### config.mk
export PLATFORM = sky130hd
export DESIGN_NAME = bounded_double_ended_queue_core
export DESIGN_NICKNAME = d
export VERILOG_FILES = /design/src/design/bdq_pkg.sv /design/src/design/bdq_cell.sv /design/src/design/bdq_ctrl.sv /design/src/design/bounded_double_ended_queue_core.sv
export VERILOG_INCLUDE_DIRS = /design/src /design/src/design
export SDC_FILE = /design/constraint.sdc
export NUM_CORES = 1
export LEC_CHECK = 0
export ABC_AREA = 1
export BUFFER_PORTS_ARGS = -buffer_cell sky130_fd_sc_hd__buf_2
export CAP_MARGIN = 10
export CORE_MARGIN = 10
export CORE_UTILIZATION = 27
export CTS_BUF_LIST = sky130_fd_sc_hd__clkbuf_4 sky130_fd_sc_hd__clkbuf_8
export DETAILED_ROUTE_END_ITERATION = 8
export HOLD_SLACK_MARGIN = 0.06
export PLACE_DENSITY = 0.49
export SETUP_SLACK_MARGIN = 0.3
export SYNTH_ARGS = -nofsm -noshare
export SYNTH_HDL_FRONTEND = slang
export SYNTH_HIERARCHICAL = 1
export SYNTH_SLANG_ARGS = --single-unit
### constraint.sdc
create_clock -name clk -period 6.55 [get_ports clk]
set_input_delay 1.31 -clock clk [delete_from_list [all_inputs] [get_ports clk]]
set_output_delay 1.31 -clock clk [all_outputs]
set_load 0.03 [all_outputs]
### src/design/bounded_double_ended_queue_core_defines.svh
// Assertion macros for the deque core.
// Define NO_ASSERTIONS to compile them out.
`ifndef BOUNDED_DOUBLE_ENDED_QUEUE_CORE_DEFINES_SVH
`define BOUNDED_DOUBLE_ENDED_QUEUE_CORE_DEFINES_SVH

`ifndef NO_ASSERTIONS

// Same-cycle implication.
`define BDQ_ASSERT_IMP(label, clk, rst_n, ante, cons) \
	label: assert property (@(posedge clk) disable iff (!rst_n) (ante) |-> (cons)) \
		else $error("deque assertion failed");

// Next-cycle implication.
`define BDQ_ASSERT_NXT(label, clk, rst_n, ante, cons) \
	label: assert property (@(posedge clk) disable iff (!rst_n) (ante) |=> (cons)) \
		else $error("deque assertion failed");

`else

`define BDQ_ASSERT_IMP(label, clk, rst_n, ante, cons)
`define BDQ_ASSERT_NXT(label, clk, rst_n, ante, cons)

`endif

`endif

### src/design/bdq_pkg.sv
package bdq_pkg;

	localparam int ELEM_W = 8;
	localparam int KIND_W = 3;

	typedef enum logic [KIND_W-1:0] {
		K_PUSH_FRONT = 3'd0,
		K_PUSH_REAR  = 3'd1,
		K_POP_FRONT  = 3'd2,
		K_POP_REAR   = 3'd3,
		K_PEEK_FRONT = 3'd4,
		K_PEEK_REAR  = 3'd5
	} kind_t;

	// controller -> cell ring: write into the cell that wraps around
	typedef struct packed {
		logic              wr;
		logic [ELEM_W-1:0] wdata;
	} ring_ctl_t;

endpackage

### src/design/bdq_cell.sv
module bdq_cell
	import bdq_pkg::*;
(
	input  logic              clk,
	input  logic              ld,
	input  logic [ELEM_W-1:0] ld_data,
	input  logic [ELEM_W-1:0] nbr,
	output logic [ELEM_W-1:0] data
);

	logic [ELEM_W-1:0] data_q;

	// take the neighbor's byte every cycle, or a new byte on load
	always_ff @(posedge clk) begin
		data_q <= ld ? ld_data : nbr;
	end

	assign data = data_q;

endmodule

### src/design/bdq_ctrl.sv
`include "bounded_double_ended_queue_core_defines.svh"

module bdq_ctrl
	import bdq_pkg::*;
#(
	parameter int DEPTH = 16
) (
	input  logic                       clk,
	input  logic                       arst_n,
	input  logic                       start,
	input  logic [KIND_W-1:0]          kind,
	input  logic [ELEM_W-1:0]          push_value,
	output logic                       busy,
	output logic                       done,
	output logic                       ok,
	output logic [ELEM_W-1:0]          out_value,
	output logic [$clog2(DEPTH+1)-1:0] count_after,
	output logic                       now_empty,
	input  logic [ELEM_W-1:0]          cell0,
	output ring_ctl_t                  ring_ctl
);

	localparam int IW = $clog2(DEPTH);
	localparam int CW = $clog2(DEPTH + 1);
	localparam logic [CW:0]   DEPTH_W = (CW + 1)'(DEPTH);
	localparam logic [IW-1:0] LAST_IX = IW'(DEPTH - 1);

	typedef enum logic [2:0] {
		ST_IDLE = 3'b001,
		ST_SEEK = 3'b010,
		ST_RESP = 3'b100
	} state_t;

	state_t          state_q;
	logic [IW-1:0]   head_q;
	logic [CW-1:0]   cnt_q;
	logic [IW-1:0]   rot_q;     // ring slot now sitting in cell 0

	logic [IW-1:0]   pos_q;
	logic            push_q;
	logic            rd_q;
	logic [ELEM_W-1:0] val_q;

	logic            res_ok_q;
	logic [ELEM_W-1:0] res_val_q;
	logic [CW-1:0]   res_cnt_q;
	logic            res_empty_q;

	logic            acc;
	logic            hit;
	logic            full;
	logic            empty;
	logic [IW-1:0]   head_dec;
	logic [IW-1:0]   head_inc;
	logic [CW:0]     sum_tail;
	logic [CW:0]     sum_last;
	logic [IW-1:0]   tail_pos;
	logic [IW-1:0]   last_pos;

	logic            ok_n;
	logic            push_n;
	logic            rd_n;
	logic [IW-1:0]   pos_n;
	logic [IW-1:0]   head_n;
	logic [CW-1:0]   cnt_n;

	assign busy  = (state_q == ST_SEEK);
	assign acc   = start && !busy;
	assign hit   = (state_q == ST_SEEK) && (rot_q == pos_q);
	assign full  = (cnt_q == CW'(DEPTH));
	assign empty = (cnt_q == '0);

	assign head_dec = (head_q == '0) ? LAST_IX : head_q - 1'b1;
	assign head_inc = (head_q == LAST_IX) ? '0 : head_q + 1'b1;

	// ring positions of the free slot after the rear and of the rear element
	assign sum_tail = (CW + 1)'(head_q) + (CW + 1)'(cnt_q);
	assign sum_last = sum_tail - 1'b1;
	assign tail_pos = (sum_tail >= DEPTH_W) ? IW'(sum_tail - DEPTH_W) : IW'(sum_tail);
	assign last_pos = (sum_last >= DEPTH_W) ? IW'(sum_last - DEPTH_W) : IW'(sum_last);

	always_comb begin
		ok_n   = 1'b0;
		push_n = 1'b0;
		rd_n   = 1'b0;
		pos_n  = head_q;
		head_n = head_q;
		cnt_n  = cnt_q;
		case (kind_t'(kind))
			K_PUSH_FRONT: begin
				if (!full) begin
					ok_n   = 1'b1;
					push_n = 1'b1;
					pos_n  = head_dec;
					head_n = head_dec;
					cnt_n  = cnt_q + 1'b1;
				end
			end
			K_PUSH_REAR: begin
				if (!full) begin
					ok_n   = 1'b1;
					push_n = 1'b1;
					pos_n  = tail_pos;
					cnt_n  = cnt_q + 1'b1;
				end
			end
			K_POP_FRONT: begin
				if (!empty) begin
					ok_n   = 1'b1;
					rd_n   = 1'b1;
					pos_n  = head_q;
					head_n = head_inc;
					cnt_n  = cnt_q - 1'b1;
				end
			end
			K_POP_REAR: begin
				if (!empty) begin
					ok_n  = 1'b1;
					rd_n  = 1'b1;
					pos_n = last_pos;
					cnt_n = cnt_q - 1'b1;
				end
			end
			K_PEEK_FRONT: begin
				if (!empty) begin
					ok_n  = 1'b1;
					rd_n  = 1'b1;
					pos_n = head_q;
				end
			end
			K_PEEK_REAR: begin
				if (!empty) begin
					ok_n  = 1'b1;
					rd_n  = 1'b1;
					pos_n = last_pos;
				end
			end
			default: begin
				ok_n = 1'b0;
			end
		endcase
	end

	always_ff @(posedge clk or negedge arst_n) begin
		if (!arst_n) begin
			state_q <= ST_IDLE;
			head_q  <= '0;
			cnt_q   <= '0;
			rot_q   <= '0;
		end else begin
			rot_q <= (rot_q == LAST_IX) ? '0 : rot_q + 1'b1;
			if (acc) begin
				head_q  <= head_n;
				cnt_q   <= cnt_n;
				state_q <= ok_n ? ST_SEEK : ST_RESP;
			end else begin
				case (state_q)
					ST_SEEK: begin
						if (hit) begin
							state_q <= ST_RESP;
						end
					end
					ST_RESP: begin
						state_q <= ST_IDLE;
					end
					default: begin
						state_q <= ST_IDLE;
					end
				endcase
			end
		end
	end

	always_ff @(posedge clk) begin
		if (acc) begin
			pos_q       <= pos_n;
			push_q      <= push_n;
			rd_q        <= rd_n;
			val_q       <= push_value;
			res_cnt_q   <= cnt_n;
			res_empty_q <= (cnt_n == '0);
			if (!ok_n) begin
				res_ok_q  <= 1'b0;
				res_val_q <= '0;
			end
		end else if (hit) begin
			res_ok_q  <= 1'b1;
			res_val_q <= rd_q ? cell0 : '0;
		end
	end

	assign ring_ctl.wr    = hit && push_q;
	assign ring_ctl.wdata = val_q;

	assign done        = (state_q == ST_RESP);
	assign ok          = res_ok_q;
	assign out_value   = res_val_q;
	assign count_after = res_cnt_q;
	assign now_empty   = res_empty_q;

	`BDQ_ASSERT_IMP(a_cnt_bound, clk, arst_n, 1'b1, cnt_q <= CW'(DEPTH))
	`BDQ_ASSERT_NXT(a_hit_resp, clk, arst_n, hit, done)
	`BDQ_ASSERT_IMP(a_empty_flag, clk, arst_n, done, now_empty == (count_after == '0))
	`BDQ_ASSERT_IMP(a_fail_zero, clk, arst_n, done && !ok, out_value == '0)

endmodule

### src/design/bounded_double_ended_queue_core.sv
// channel  | handshake               | payload
// ---------+-------------------------+------------------------------------------
// command  | start, busy (out)       | kind, push_value
// result   | done (one-cycle strobe) | ok, out_value, count_after, now_empty
//
// A command transaction is taken when start is high and busy is low.
// Elements sit in a ring of DEPTH byte cells that rotates by one place every
// cycle; cell 0 is the only read port and the last cell the only write port.
// A command that succeeds waits until its target slot passes cell 0 before
// its done strobe; a failed or unused command does not wait for any slot.
// busy is high only while a command waits for its slot, so a new command can
// be taken in the cycle its predecessor's result is shown.
// arst_n clears the front index, the count, the rotation and the control
// state; cell contents are not reset. The result side cannot stall: done is
// high for exactly one cycle per command.
module bounded_double_ended_queue_core
	import bdq_pkg::*;
#(
	parameter int DEPTH = 16
) (
	input  logic                       clk,
	input  logic                       arst_n,
	input  logic                       start,
	input  logic [KIND_W-1:0]          kind,
	input  logic [ELEM_W-1:0]          push_value,
	output logic                       busy,
	output logic                       done,
	output logic                       ok,
	output logic [ELEM_W-1:0]          out_value,
	output logic [$clog2(DEPTH+1)-1:0] count_after,
	output logic                       now_empty
);

	// cell_data[i] holds ring slot (rot + i) mod DEPTH
	logic [ELEM_W-1:0] cell_data [DEPTH];
	ring_ctl_t         ring_ctl;

	// Controller: front index, count, rotation phase and result registers.
	bdq_ctrl #(
		.DEPTH(DEPTH)
	) u_ctrl (
		.clk        (clk),
		.arst_n     (arst_n),
		.start      (start),
		.kind       (kind),
		.push_value (push_value),
		.busy       (busy),
		.done       (done),
		.ok         (ok),
		.out_value  (out_value),
		.count_after(count_after),
		.now_empty  (now_empty),
		.cell0      (cell_data[0]),
		.ring_ctl   (ring_ctl)
	);

	// Rotating row of cells. Each cell takes its upper neighbor; the last cell
	// wraps from cell 0, or takes the pushed byte when the target slot passes.
	for (genvar i = 0; i < DEPTH; i++) begin : g_cell
		if (i == DEPTH - 1) begin : g_last
			bdq_cell u_cell (
				.clk    (clk),
				.ld     (ring_ctl.wr),
				.ld_data(ring_ctl.wdata),
				.nbr    (cell_data[0]),
				.data   (cell_data[i])
			);
		end else begin : g_mid
			bdq_cell u_cell (
				.clk    (clk),
				.ld     (1'b0),
				.ld_data(ring_ctl.wdata),
				.nbr    (cell_data[i+1]),
				.data   (cell_data[i])
			);
		end
	end

endmodule

# ---- After elaboration in Yosys (flattened, before gate mapping)
# Index checks and enable logic that the tools add are counted.
dict set report word_totals {
  ff_bits 173
  inputBits 14
  wordCells 98
}
dict set report classes {
  n_addsub 9
  magnitude_cmp 2
  n_eq_ne 14
  mux 29
  n_reduce_logical 16
}
# op count
set ops {}
lappend ops {{$mux W8} 5}
lappend ops {{$mux W4} 9}
lappend ops {{$ge A6 B5 Y1 const B} 2}
lappend ops {{$mux W3} 4}
lappend ops {{$pmux W4 S3} 1}
lappend ops {{$sub A4 B1 Y4 const B} 3}
lappend ops {{$logic_not A5 Y1} 2}
lappend ops {{$mux W5} 2}
lappend ops {{$pmux W5 S2} 1}
lappend ops {{$eq A3 B2 Y1 const B} 3}
lappend ops {{$eq A3 B3 Y1 const B} 3}
lappend ops {{$add A4 B1 Y4 const B} 2}
lappend ops {{$eq A4 B4 Y1 const B} 2}
lappend ops {{$pmux W4 S2} 1}
lappend ops {{$add A4 B5 Y6} 1}
lappend ops {{$reduce_or A2 Y1} 3}
lappend ops {{$sub A6 B1 Y6 const B} 1}
lappend ops {{$add A5 B1 Y5 const B} 1}
lappend ops {{$eq A5 B5 Y1 const B} 1}
lappend ops {{$mux W1} 5}
lappend ops {{$sub A5 B1 Y5 const B} 1}
lappend ops {{$eq A4 B4 Y1} 1}
lappend ops {{$logic_not A4 Y1} 1}
lappend ops {{$ne A2 B2 Y1 const B} 2}
lappend ops {{10 further kinds} 13}

# ---- Longest topological paths before layout
# Gate-level depths: netlist of run 1.
dict set report depth {
  word_depth 6
  mapped_depth 11
}

# ---- Hierarchy
# The synthesis of run 1 kept the hierarchy.
# mod n_inst cells_per_inst area_each_um2
set modules_own_cells {}
lappend modules_own_cells {bdq_cell 16 34 265.3}
lappend modules_own_cells {bdq_ctrl 1 306 2697.6}
lappend modules_own_cells {bounded_double_ended_queue_core 1 1 3.8}

# ---- Worst setup path before layout of run 1
# Ideal clock, no wire load.
dict set report synth_timing {
  kind {in2reg}
  from {input port start}
  to {register u_ctrl.res_ok_q, in the netlist u_ctrl/ok, enable pin}
  t_arrival_ns 2.389
  t_required_ns 6.216
  setup_slack_ns 3.826
  stages 4
  n_path_buf 0
  path_cell_list {nand2_1 > inv_1 > nand2_1 > nand2_1}
}
dict set report synth_via {
  elab_chain_len 3
  word_cells_on_any_way 4
  classes_between {eq/ne (1); reduce/logical (3)}
}
# item line
set synth_rtl {}
lappend synth_rtl {{from (decl)} bounded_double_ended_queue_core.sv:23} ;# input logic start,
lappend synth_rtl {{$logic_and A1 B1 Y1 *} bdq_ctrl.sv:68} ;# assign acc = start && !busy;
lappend synth_rtl {{via u_ctrl.acc} bdq_ctrl.sv:49} ;# logic acc;
lappend synth_rtl {{$ne A2 B2 Y1 (no line) or $reduce_bool A2 Y1 (tied branches)} --}
lappend synth_rtl {{$reduce_and A2 Y1 (no line) *} --}
lappend synth_rtl {{to (signal assigned)} bdq_ctrl.sv:183} ;# res_ok_q <= 1'b0;
lappend synth_rtl {{to (signal assigned)} bdq_ctrl.sv:187} ;# res_ok_q <= 1'b1;
lappend synth_rtl {{to (decl)} bdq_ctrl.sv:44} ;# logic res_ok_q;
# Mark *: on every way through the listed nets, which the timed path passes. The rest lies on a longest branch.
# A chain may end at the register's enable or synchronous reset.

# ---- Final worst setup path of run 1
dict set report layout_timing {
  from {input port start}
  to {register u_ctrl.res_val_q[4], in the netlist u_ctrl/out_value[4], enable pin}
}
dict set report layout_via {
  elab_chain_len 3
  word_cells_on_any_way 4
  classes_between {eq/ne (1); reduce/logical (3)}
}
# item line
set layout_rtl {}
lappend layout_rtl {{$logic_and A1 B1 Y1 *} bdq_ctrl.sv:68}
lappend layout_rtl {{via u_ctrl.acc} bdq_ctrl.sv:49}
lappend layout_rtl {{$ne A2 B2 Y1 (no line) or $reduce_bool A2 Y1 (tied branches)} --}
lappend layout_rtl {{$reduce_and A2 Y1 (no line) *} --}
lappend layout_rtl {{to (signal assigned)} bdq_ctrl.sv:188} ;# res_val_q <= rd_q ? cell0 : '0;
lappend layout_rtl {{to (decl)} bdq_ctrl.sv:45} ;# logic [ELEM_W-1:0] res_val_q;
# Marks and branches as above.

==> flow_summary.ini, run 1 <==
[die]
design.die.area_um2 = 32500
num_rows = 58
start_util_pct = 27.5
core_area_um2 = 25300
die_x_um = 180
chipHeight_um = 180
ios = 31

[clocking]
cts_max_path_buffers = 2
cts_buffers = 17
h-tree-depth = 4
cts-resized-gates = 0
cts_tree = yes
cts_root_buffer = clkbuf_8
clk_latency_ns = 0.44
path_clk_slew_ns = 0.09
cts.sinks = 173
post_cts_buffers = 0
cts_hold_buffers = 0

[global_route]
antenna_found_initial = 0
grt_pass1_vias = 4939
grt_pass1_wl_mm = 24.7
overflow = 0
grtUsageTotal_pct = 9.16
grt_max_degree = 27

[sta]
setup_violations = 0
grt_setup_unrepaired = no
finalSetupTns_ns = 0
relSlewSlack_pct = 34.4
period_minus_slack_ns = 2.80
final.setup_skew_ns = 0.0122
finalCritPeriodShare_pct = 42.8
hold_violations = 0
drv_slew = 0
worstMarginPinSlew_ns = 0.983
whs_ns = 0.412
fmax_mhz = 357

[logic_synthesis]
yosys.cell_types.count = 36
netlist_area_um2 = 6950
yosys_warnings = 6
yosysSeqAreaShare_pct = 55.2
synthArstFlopShare_pct = 9.25
syn_avg_cell_area_um2 = 8.16
synth_edf_count = 29
synthFlopType = dfxtp_1
synthCells = 851
ys_ff_latch = 173

[critical_path]
critPathMaxFanout = 26
critPathKind = in -> reg
cp.required_ns = 6.66
crit_path_end_kind = register
arrival_ns = 2.91
startpoint_type = primary input

[drt]
wl_per_cell_um = 11.7
routed_via_density = 4.04
remaining_drc_errors = 0
finalWirelength_mm = 14.6
vias = 5019
drtIter0Drc = 284
ant_nets = 0
firstDrtPassIters = 4

[final_layout]
nets = 927
drive_gt1_share_pct = 11.3
final_cell_mix = nand2_1 (456), dfxtp_1 (128), inv_1 (45), nand3_1 (32), buf_2 (30)
utilization_pct = 30.6
areaGrowthSynthToFinish_pct = 11.4
final_common_cell = nand2_1
diodes = 0

[placed_design]
place.gp.congestion = 0.786
dpl.hpwl_mm = 10.1
io_buffers = 30

[pwr]
leakagePower_uw = 0.00387
peakVddDrop_uv = 179
p_per_area_nw_per_um2 = 367

[job]
maxCapViolCount = 0

[min_path]
hp-class = reg -> reg

[status]
outcome = finished clean
==> layer usage <==
metal / part of all wire (%) / wire length (µm) / global-route usage [%]
met5: 0 / 0 / 0
met4: 1.4 / 199 / 2.92
met3: 2.9 / 425 / 2.57
met2: 48 / 6950 / 15.4
met1: 48 / 6990 / 11.1
==> path summary, 6_finish.rpt <==
| kind | start | end | slack [ns] | cells after the start |
|---|---|---|---|---|
| worst max-delay path | start | u_ctrl/out_value[4]$_SDFFCE_PP0P_ | 3.75 | 5 |
| worst min-delay path | g_cell[7].g_mid.u_cell/data[0]$_DFF_P_ | g_cell[6].g_mid.u_cell/data[0]$_DFF_P_ | 0.41 | 2 |
| worst max register to register | u_ctrl/state_q[0]$_DFFE_PN1P_ | u_ctrl/out_value[4]$_SDFFCE_PP0P_ | 4.05 | 6 |
| worst min register to register | g_cell[7].g_mid.u_cell/data[0]$_DFF_P_ | g_cell[6].g_mid.u_cell/data[0]$_DFF_P_ | 0.41 | 2 |
| max in group asynchronous | arst_n | u_ctrl/state_q[0]$_DFFE_PN1P_ | 5.45 | 1 |
| min in group asynchronous | arst_n | u_ctrl/state_q[1]$_DFFE_PN0P_ | 0.78 | 1 |
==> cell type report <==
class	count	area (µm²)
Clock buffer	19	249
Clock inverter	12	111
Timing Repair Buffer	36	195
Inverter	64	241
Fill cell	2740	17500
Sequential cell	173	3830
Multi-Input combinational cell	607	2690
Tap cell	330	413
==> power breakdown <==
group | leakage (µW) | switching [µW] | internal [µW]
clock | 0.000186 | 384 | 311
sequential | 0.00156 | 122 | 1260
combinational | 0.00212 | 491 | 268
total | 0.00387 | 996 | 1840
==> cells in the mapped netlist, types with 2 or more instances <==
cell / count / area (µm²)
or2_2: 2 / 12.5
nor2_1: 28 / 105
xnor2_1: 4 / 35.0
inv_2: 18 / 67.6
buf_6: 18 / 203
inv_1: 45 / 169
o21ai_2: 2 / 17.5
o21ai_0: 13 / 65.1
dfrtp_1: 15 / 375
nand3_4: 5 / 87.6
dfxtp_1: 128 / 2560
o211ai_1: 5 / 37.5
nor3_1: 3 / 15.0
a21oi_1: 3 / 15.0
ha_1: 13 / 163
nor2_2: 3 / 18.8
edfxtp_1: 29 / 871
nand4_1: 9 / 56.3
xor2_1: 5 / 43.8
nand2_1: 456 / 1710
nand3_1: 32 / 160
==> critical path, stage by stage <==
cell and delay [ns]:
buf_2 0.08, nand2_1 0.19, inv_1 0.79, nand2_1 0.18
nand2_1 0.35
==> flip-flops by register name, summed over array words and instances (netlist names), 3 cells and up <==
signal                     count
g_cell.g_last.u_cell/data      8
u_ctrl/pos_q                   4
u_ctrl/val_q                   8
u_ctrl/head_q                  4
u_ctrl/rot_q                   4
u_ctrl/state_q                 3
g_cell.g_mid.u_cell/data     120
u_ctrl/cnt_q                   5
u_ctrl/count_after             5
u_ctrl/out_value               8
==> cells by family after synthesis <==
logic type	count (synthesis)	synth area share, %
DFF	173	55.2
AOI/OAI and AO/OA	28	2.47
adders and majority gates	14	2.63
xor gates and xnor gates	9	1.13
other	1	0.0540
buffers and inverters	85	6.76
and+or+nand+nor	541	31.7
==> stage by stage <==
stage | setup slack, ns | cell area, µm² | instances | total power (µW)
3_3_place_gp | 3.29 | 7380 | 1210 | 2170
5_1_grt | 3.53 | 7740 | 1241 | 3060
2_1_floorplan | 3.83 | 7000 | 865 | 2000
6_report | 3.75 | 7740 | 1241 | 2840
3_5_place_dp | 3.24 | 7380 | 1210 | 2170
4_1_cts | 3.74 | 7740 | 1241 | 2870
(Power assumes the default switching activity.)
==> inputs of run 2 (changes only) <==
Settings changed: ABC_AREA 1 to 0, PLACE_DENSITY 0.49 to 0.51.
Clock period 6.55 ns to 2.4 ns, I/O delays scaled along.
==> flow_summary.ini, run 2 <==
[drt]
finalWirelength_mm = 14.1
drtIter0Drc = 186
routed_via_density = 4.32
vias = 3972
wl_per_cell_um = 15.3
ant_nets = 0
remaining_drc_errors = 0
firstDrtPassIters = 4

[logic_synthesis]
synth_top_area_share_pct = 35.2
synthArstFlopShare_pct = 9.25
netlist_area_um2 = 7270
synthCells = 508
synth_top_area_cell = dfxtp_1
syn_avg_cell_area_um2 = 14.3
yosysSeqAreaShare_pct = 52.8
yosys.cell_types.count = 69
synthFlopType = dfxtp_1
synthTopCellsByCount = dfxtp_1 (128), mux2_4 (128), edfxtp_1 (29)
yosys_warnings = 6
synth_area_leaders = dfxtp_1 (35%), mux2_4 (26%), edfxtp_1 (12%)
ys_ff_latch = 173
synth_edf_count = 29

[final_layout]
diodes = 0
utilization_pct = 31.5
largest_register_ffs = 120
drive_gt1_share_pct = 43.9
areaGrowthSynthToFinish_pct = 15.7
nets = 594
final_cell_mix = mux2_4 (128), dfxtp_1 (128), buf_2 (30), edfxtp_1 (29), buf_4 (24)

[critical_path]
critPathMaxFanout = 5
critPathKind = reg -> reg
worst_path_max_delay_cell = or4b_4
startpoint_type = register
max_stage_delay_ns = 0.51
reg2reg_setup_slack_ns = 0.32
crit_chain = inv_4 -> ha_4 -> or4b_4 -> xnor2_2 -> a221oi_2 -> nand2b_1 -> nor4_2
crit_path_end_kind = register
cp.required_ns = 2.67
arrival_ns = 2.35

[die]
core_area_um2 = 26700
start_util_pct = 27.2
chipHeight_um = 184
design.die.area_um2 = 33900
die_x_um = 184
ios = 31
num_rows = 60

[global_route]
grt_pass1_vias = 4274
antenna_found_initial = 0
grt_max_degree = 18
overflow = 0
grt_pass1_wl_mm = 22.9
grtUsageTotal_pct = 8.63

[sta]
period_minus_slack_ns = 2.08
finalCritPeriodShare_pct = 86.5
final.setup_skew_ns = 0.0205
hold_violations = 0
grt_setup_unrepaired = yes
worstMarginPinSlew_ns = 0.728
drv_slew = 0
fmax_mhz = 482
relSlewSlack_pct = 51.5
finalSetupTns_ns = 0
setup_violations = 0

[clocking]
cts.sinks = 173
h-tree-depth = 4
cts_root_buffer = clkbuf_8
clk_latency_ns = 0.46
cts_max_path_buffers = 2
cts_buffers = 17
cts_tree = yes
path_clk_slew_ns = 0.10

[pwr]
peakVddDrop_uv = 492
leakagePower_uw = 0.00369
p_per_area_nw_per_um2 = 1020
finalPower_uw = 8580

[placed_design]
dpl.hpwl_mm = 9.27
io_buffers = 30
place.gp.congestion = 0.762

[job]
maxCapViolCount = 0

[status]
outcome = finished clean

[min_path]
hp-class = in -> reg
[run 2: power breakdown]
| group | internal, µW | leakage, µW | total, µW | switching (µW) |
|---|---|---|---|---|
| Sequential | 3520 | 0.00156 | 3800 | 283 |
| Clock | 1050 | 0.000209 | 2110 | 1060 |
| Combinational | 1380 | 0.00192 | 2670 | 1290 |
| Total | 5950 | 0.00369 | 8580 | 2630 |
[run 2: final cells by class]
type	count	area [µm²]
clock buffer	22	290
clock inverter	10	128
fill	2664	18300
inverter	18	72.6
multi-input combinational	301	3310
sequential	173	3840
tap	341	427
timing repair buffer	55	340
[run 2: final timing paths]
path                                                                to  depth (start not counted)                                   start
max in group asynchronous                u_ctrl/state_q[0]$_DFFE_PN1P_                          2                                  arst_n
min in group asynchronous                  u_ctrl/cnt_q[1]$_DFFE_PN0P_                          2                                  arst_n
worst min-delay path                     u_ctrl/state_q[0]$_DFFE_PN1P_                          2                                   start
worst max-delay path                        u_ctrl/now_empty$_DFFE_PP_                          7             u_ctrl/cnt_q[1]$_DFFE_PN0P_
worst max register to register              u_ctrl/now_empty$_DFFE_PP_                          7             u_ctrl/cnt_q[1]$_DFFE_PN0P_
worst min register to register  g_cell[8].g_mid.u_cell/data[7]$_DFF_P_                          1  g_cell[9].g_mid.u_cell/data[7]$_DFF_P_
[run 2: logic make-up after synthesis]
family	Yosys count	share of synthesized area, %
compound gates	51	5.40
xor+xnor	11	1.51
fa+ha+maj	14	2.51
buf+inv	48	4.29
flops	173	52.8
mux	135	27.5
other cells	1	0.0516
simple gates	75	6.01
[run 2: what timing repair did]
action                     4_1_cts  5_1_grt
pin swaps                        5        3
hold buffers                     1        0
setup buffers                    6        3
setup endpoints to repair       19       28
resized for setup                6       16
hold endpoints to repair        15        0
[run 2: layer usage]
metal / track usage (%) / part of all wire [%] / wire length [µm] / up-vias
met3: 2.75 / 3.7 / 520 / 16
li1: - / - / - / 1915
met4: 2.95 / 1.3 / 187 / 0
met1: 10.4 / 46 / 6510 / 1984
met2: 14.1 / 49 / 6900 / 57
met5: 0 / 0 / 0 / -
[run 2: metrics by stage]
step,hold WS (ns),instance area (µm²),setup slack (ns),instances
2_1_floorplan,0.184,7390,0.263,522
5_1_grt,0.162,8410,0.191,920
4_1_cts,0.156,8320,0.252,917
3_3_place_gp,0.433,7830,0.221,878
3_5_place_dp,0.439,7830,0.174,878
6_report,0.190,8410,0.325,920
[run 2: critical path, delay by kind of cell, from the launching register on]
kind / cells / cell delay (ns)
AO/OA/AOI/OAI: 1 / 0.32
XOR/XNOR: 1 / 0.17
adder cells (fa/ha/maj): 1 / 0.12
buffers and inverters: 1 / 0.08
flip-flops: 1 / 0.45
AND/OR/NAND/NOR: 3 / 0.75
==> inputs of run 3 (changes only) <==
Settings changed: CORE_MARGIN 10 to 5, SYNTH_HIERARCHICAL 1 to not set.
==> flow_summary.ini, run 3 <==
[status]
outcome = finished clean

[logic_synthesis]
synthArstFlopShare_pct = 9.25
synth_most_common_cell = dfxtp_1
yosys.cell_types.count = 52
synth_area_leaders = dfxtp_1 (49%), edfxtp_1 (17%), dfrtp_1 (7.2%)
synthFlopType = dfxtp_1
synth_top_area_cell = dfxtp_1
ys_ff_latch = 173
syn_avg_cell_area_um2 = 13.8
yosys_warnings = 0
synth_top_area_share_pct = 49.4
synth_edf_count = 29
synthTopCellsByCount = dfxtp_1 (128), edfxtp_1 (29), a21oi_1 (19)
netlist_area_um2 = 5190
synthCells = 375
yosysSeqAreaShare_pct = 73.9
syn_nets = 403

[die]
ios = 31
chipHeight_um = 149
num_rows = 50
start_util_pct = 27.5
die_x_um = 149
core_area_um2 = 18800
design.die.area_um2 = 22100

[critical_path]
crit_buf_inv = 0
worst_path_max_delay_cell = dfrtp_1
crit_chain = ha_2 -> fa_2 -> xor2_2 -> nor3_2 -> xnor3_1 -> nand2_1 -> and4_1 -> o32a_1
startpoint_type = register
critPathKind = reg -> reg
critPathMaxFanout = 3
r2r-start = u_ctrl.cnt_q[0]$_DFFE_PN0P_
reg2reg_setup_slack_ns = 0.09
cp.depth = 8
cp.required_ns = 2.59
regToRegEndpoint = u_ctrl.pos_q[3]$_DFFE_PP_
max_stage_delay_ns = 0.39
critical_path.endpoint = u_ctrl.pos_q[3]$_DFFE_PP_
rr_worst_depth = 8
crit_path_end_kind = register
cpLargestDelayFamily = adder cells
critical_path.startpoint = u_ctrl.cnt_q[0]$_DFFE_PN0P_
arrival_ns = 2.50

[sta]
final.setup_skew_ns = 0.00970
drv_slew = 0
finalCritPeriodShare_pct = 96.1
period_minus_slack_ns = 2.31
grt_setup_unrepaired = yes
hold_violations = 0
finalSetupTns_ns = 0
relSlewSlack_pct = 66.5
worstMarginPinSlew_ns = 0.501
setup_violations = 0
fmax_mhz = 434

[drt]
vias = 2930
ant_nets = 0
wl_per_cell_um = 13.3
highest_layer = met4
wl_met2_mm = 4.72
wl_met3_um = 494
finalWirelength_mm = 9.47
firstDrtPassIters = 4
m1WireLength_mm = 4.09
remaining_drc_errors = 0
routed_via_density = 4.10
drtIter0Drc = 148

[global_route]
antenna_found_initial = 0
grt_pass1_vias = 2918
overflow = 0
grt_max_degree = 23
grtUsageTotal_pct = 9.18
grt_pass1_wl_mm = 15.4

[final_layout]
n_fill_cell = 1827
regArea_um2 = 3840
final_cell_mix = dfxtp_1 (128), buf_2 (30), edfxtp_1 (29), buf_4 (23), a21oi_1 (18)
areaGrowthSynthToFinish_pct = 23.2
multi_input_area_um2 = 1330
diodes = 0
utilization_pct = 33.9
nets = 469
largest_register_ffs = 120
final_common_cell = dfxtp_1
drive_gt1_share_pct = 28.4

[min_path]
hp-class = in -> reg

[clocking]
path_clk_slew_ns = 0.09
cts_max_path_buffers = 2
clk_latency_ns = 0.44
cts_tree = yes
cts_root_buffer = clkbuf_8
h-tree-depth = 4
cts.sinks = 173
cts_buffers = 17

[pwr]
p_per_area_nw_per_um2 = 1140
peakVddDrop_uv = 327
leakagePower_uw = 0.00263

[placed_design]
place.gp.congestion = 0.858
dpl.hpwl_mm = 6.41
io_buffers = 30

[job]
maxCapViolCount = 0
run 3: cell types whose count changed after synthesis, moves of 5 or more:
cell,previous run,this run
mux2_2,3,11
o21ai_1,5,0
nand3_1,4,9
buf_6,16,2
mux2_4,128,0
a21oi_1,8,19
o21ai_0,3,15
run 3: logic make-up (layout without fill, tap and decap cells):
| kind of cell | Yosys count | count (layout) | synth area share (%) |
|---|---|---|---|
| AO/OA/AOI/OAI | 61 | 61 | 7.60 |
| XOR/XNOR | 12 | 12 | 2.29 |
| adder cells (fa/ha/maj) | 15 | 15 | 3.71 |
| buffers and inverters | 32 | 111 | 2.65 |
| flip-flops | 173 | 173 | 73.9 |
| multiplexers | 12 | 12 | 2.58 |
| AND/OR/NAND/NOR | 70 | 70 | 7.24 |
run 3: area by class of cell:
type | count | share of cell area, %
clock buffers | 19 | 3.90
clock inverters | 13 | 2.45
inverters | 20 | 1.25
multi-input cells | 170 | 20.8
flip-flops and latches | 173 | 60.0
well taps | 260 | 5.09
repair buffers | 59 | 6.42
run 3: layer usage:
layer,track usage [%],vias up
met5,0,-
met4,3.74,0
met3,3.81,12
met2,14.7,61
met1,11.0,1414
li1,-,1443
run 3: how the worst min path moves through the flow:
stage	endpoint	from	slack, ns	depth (start not counted)
finish	u_ctrl.state_q[0]$_DFFE_PN1P_	start	0.20	2
global route	u_ctrl.val_q[3]$_DFFE_PP_	push_value[3]	0.15	1
CTS	u_ctrl.state_q[0]$_DFFE_PN1P_	start	0.16	2
detailed placement	g_cell[14].g_mid.u_cell.data[4]$_DFF_P_	g_cell[15].g_last.u_cell.data[4]$_DFF_P_	0.31	0
global placement	g_cell[1].g_mid.u_cell.data[5]$_DFF_P_	g_cell[2].g_mid.u_cell.data[5]$_DFF_P_	0.31	0
floorplan	u_ctrl.cnt_q[0]$_DFFE_PN0P_	arst_n	0.18	0
run 3: through the flow:
stage | setup WS (ns) | power, µW | hold WS, ns | cell area [µm²] | std cells
6_report | 0.0933 | 7300 | 0.198 | 6390 | 714
5_1_grt | 0.0156 | 7750 | 0.154 | 6390 | 714
4_1_cts | 0.0900 | 7280 | 0.155 | 6270 | 709
3_3_place_gp | 0.121 | 5100 | 0.311 | 5770 | 669
2_1_floorplan | 0.132 | 4660 | 0.184 | 5240 | 375
3_5_place_dp | 0.0274 | 5140 | 0.312 | 5770 | 669
run 3: timing repair:
| item | 4_1_cts | 5_1_grt |
|---|---|---|
| setup endpoints to repair | 18 | 23 |
| endpoints found under the hold margin | 15 | 0 |
| hold buffers | 1 | 0 |
| pin swaps | 5 | 8 |
| buffers inserted | 7 | 5 |
| resized for setup | 7 | 18 |
run 3: power by group:
part | switching [µW] | total, µW | internal, µW | leakage (µW)
Sequential | 146 | 3360 | 3210 | 0.00151
Clock | 1020 | 2000 | 972 | 0.000200
Combinational | 1090 | 1950 | 864 | 0.000917
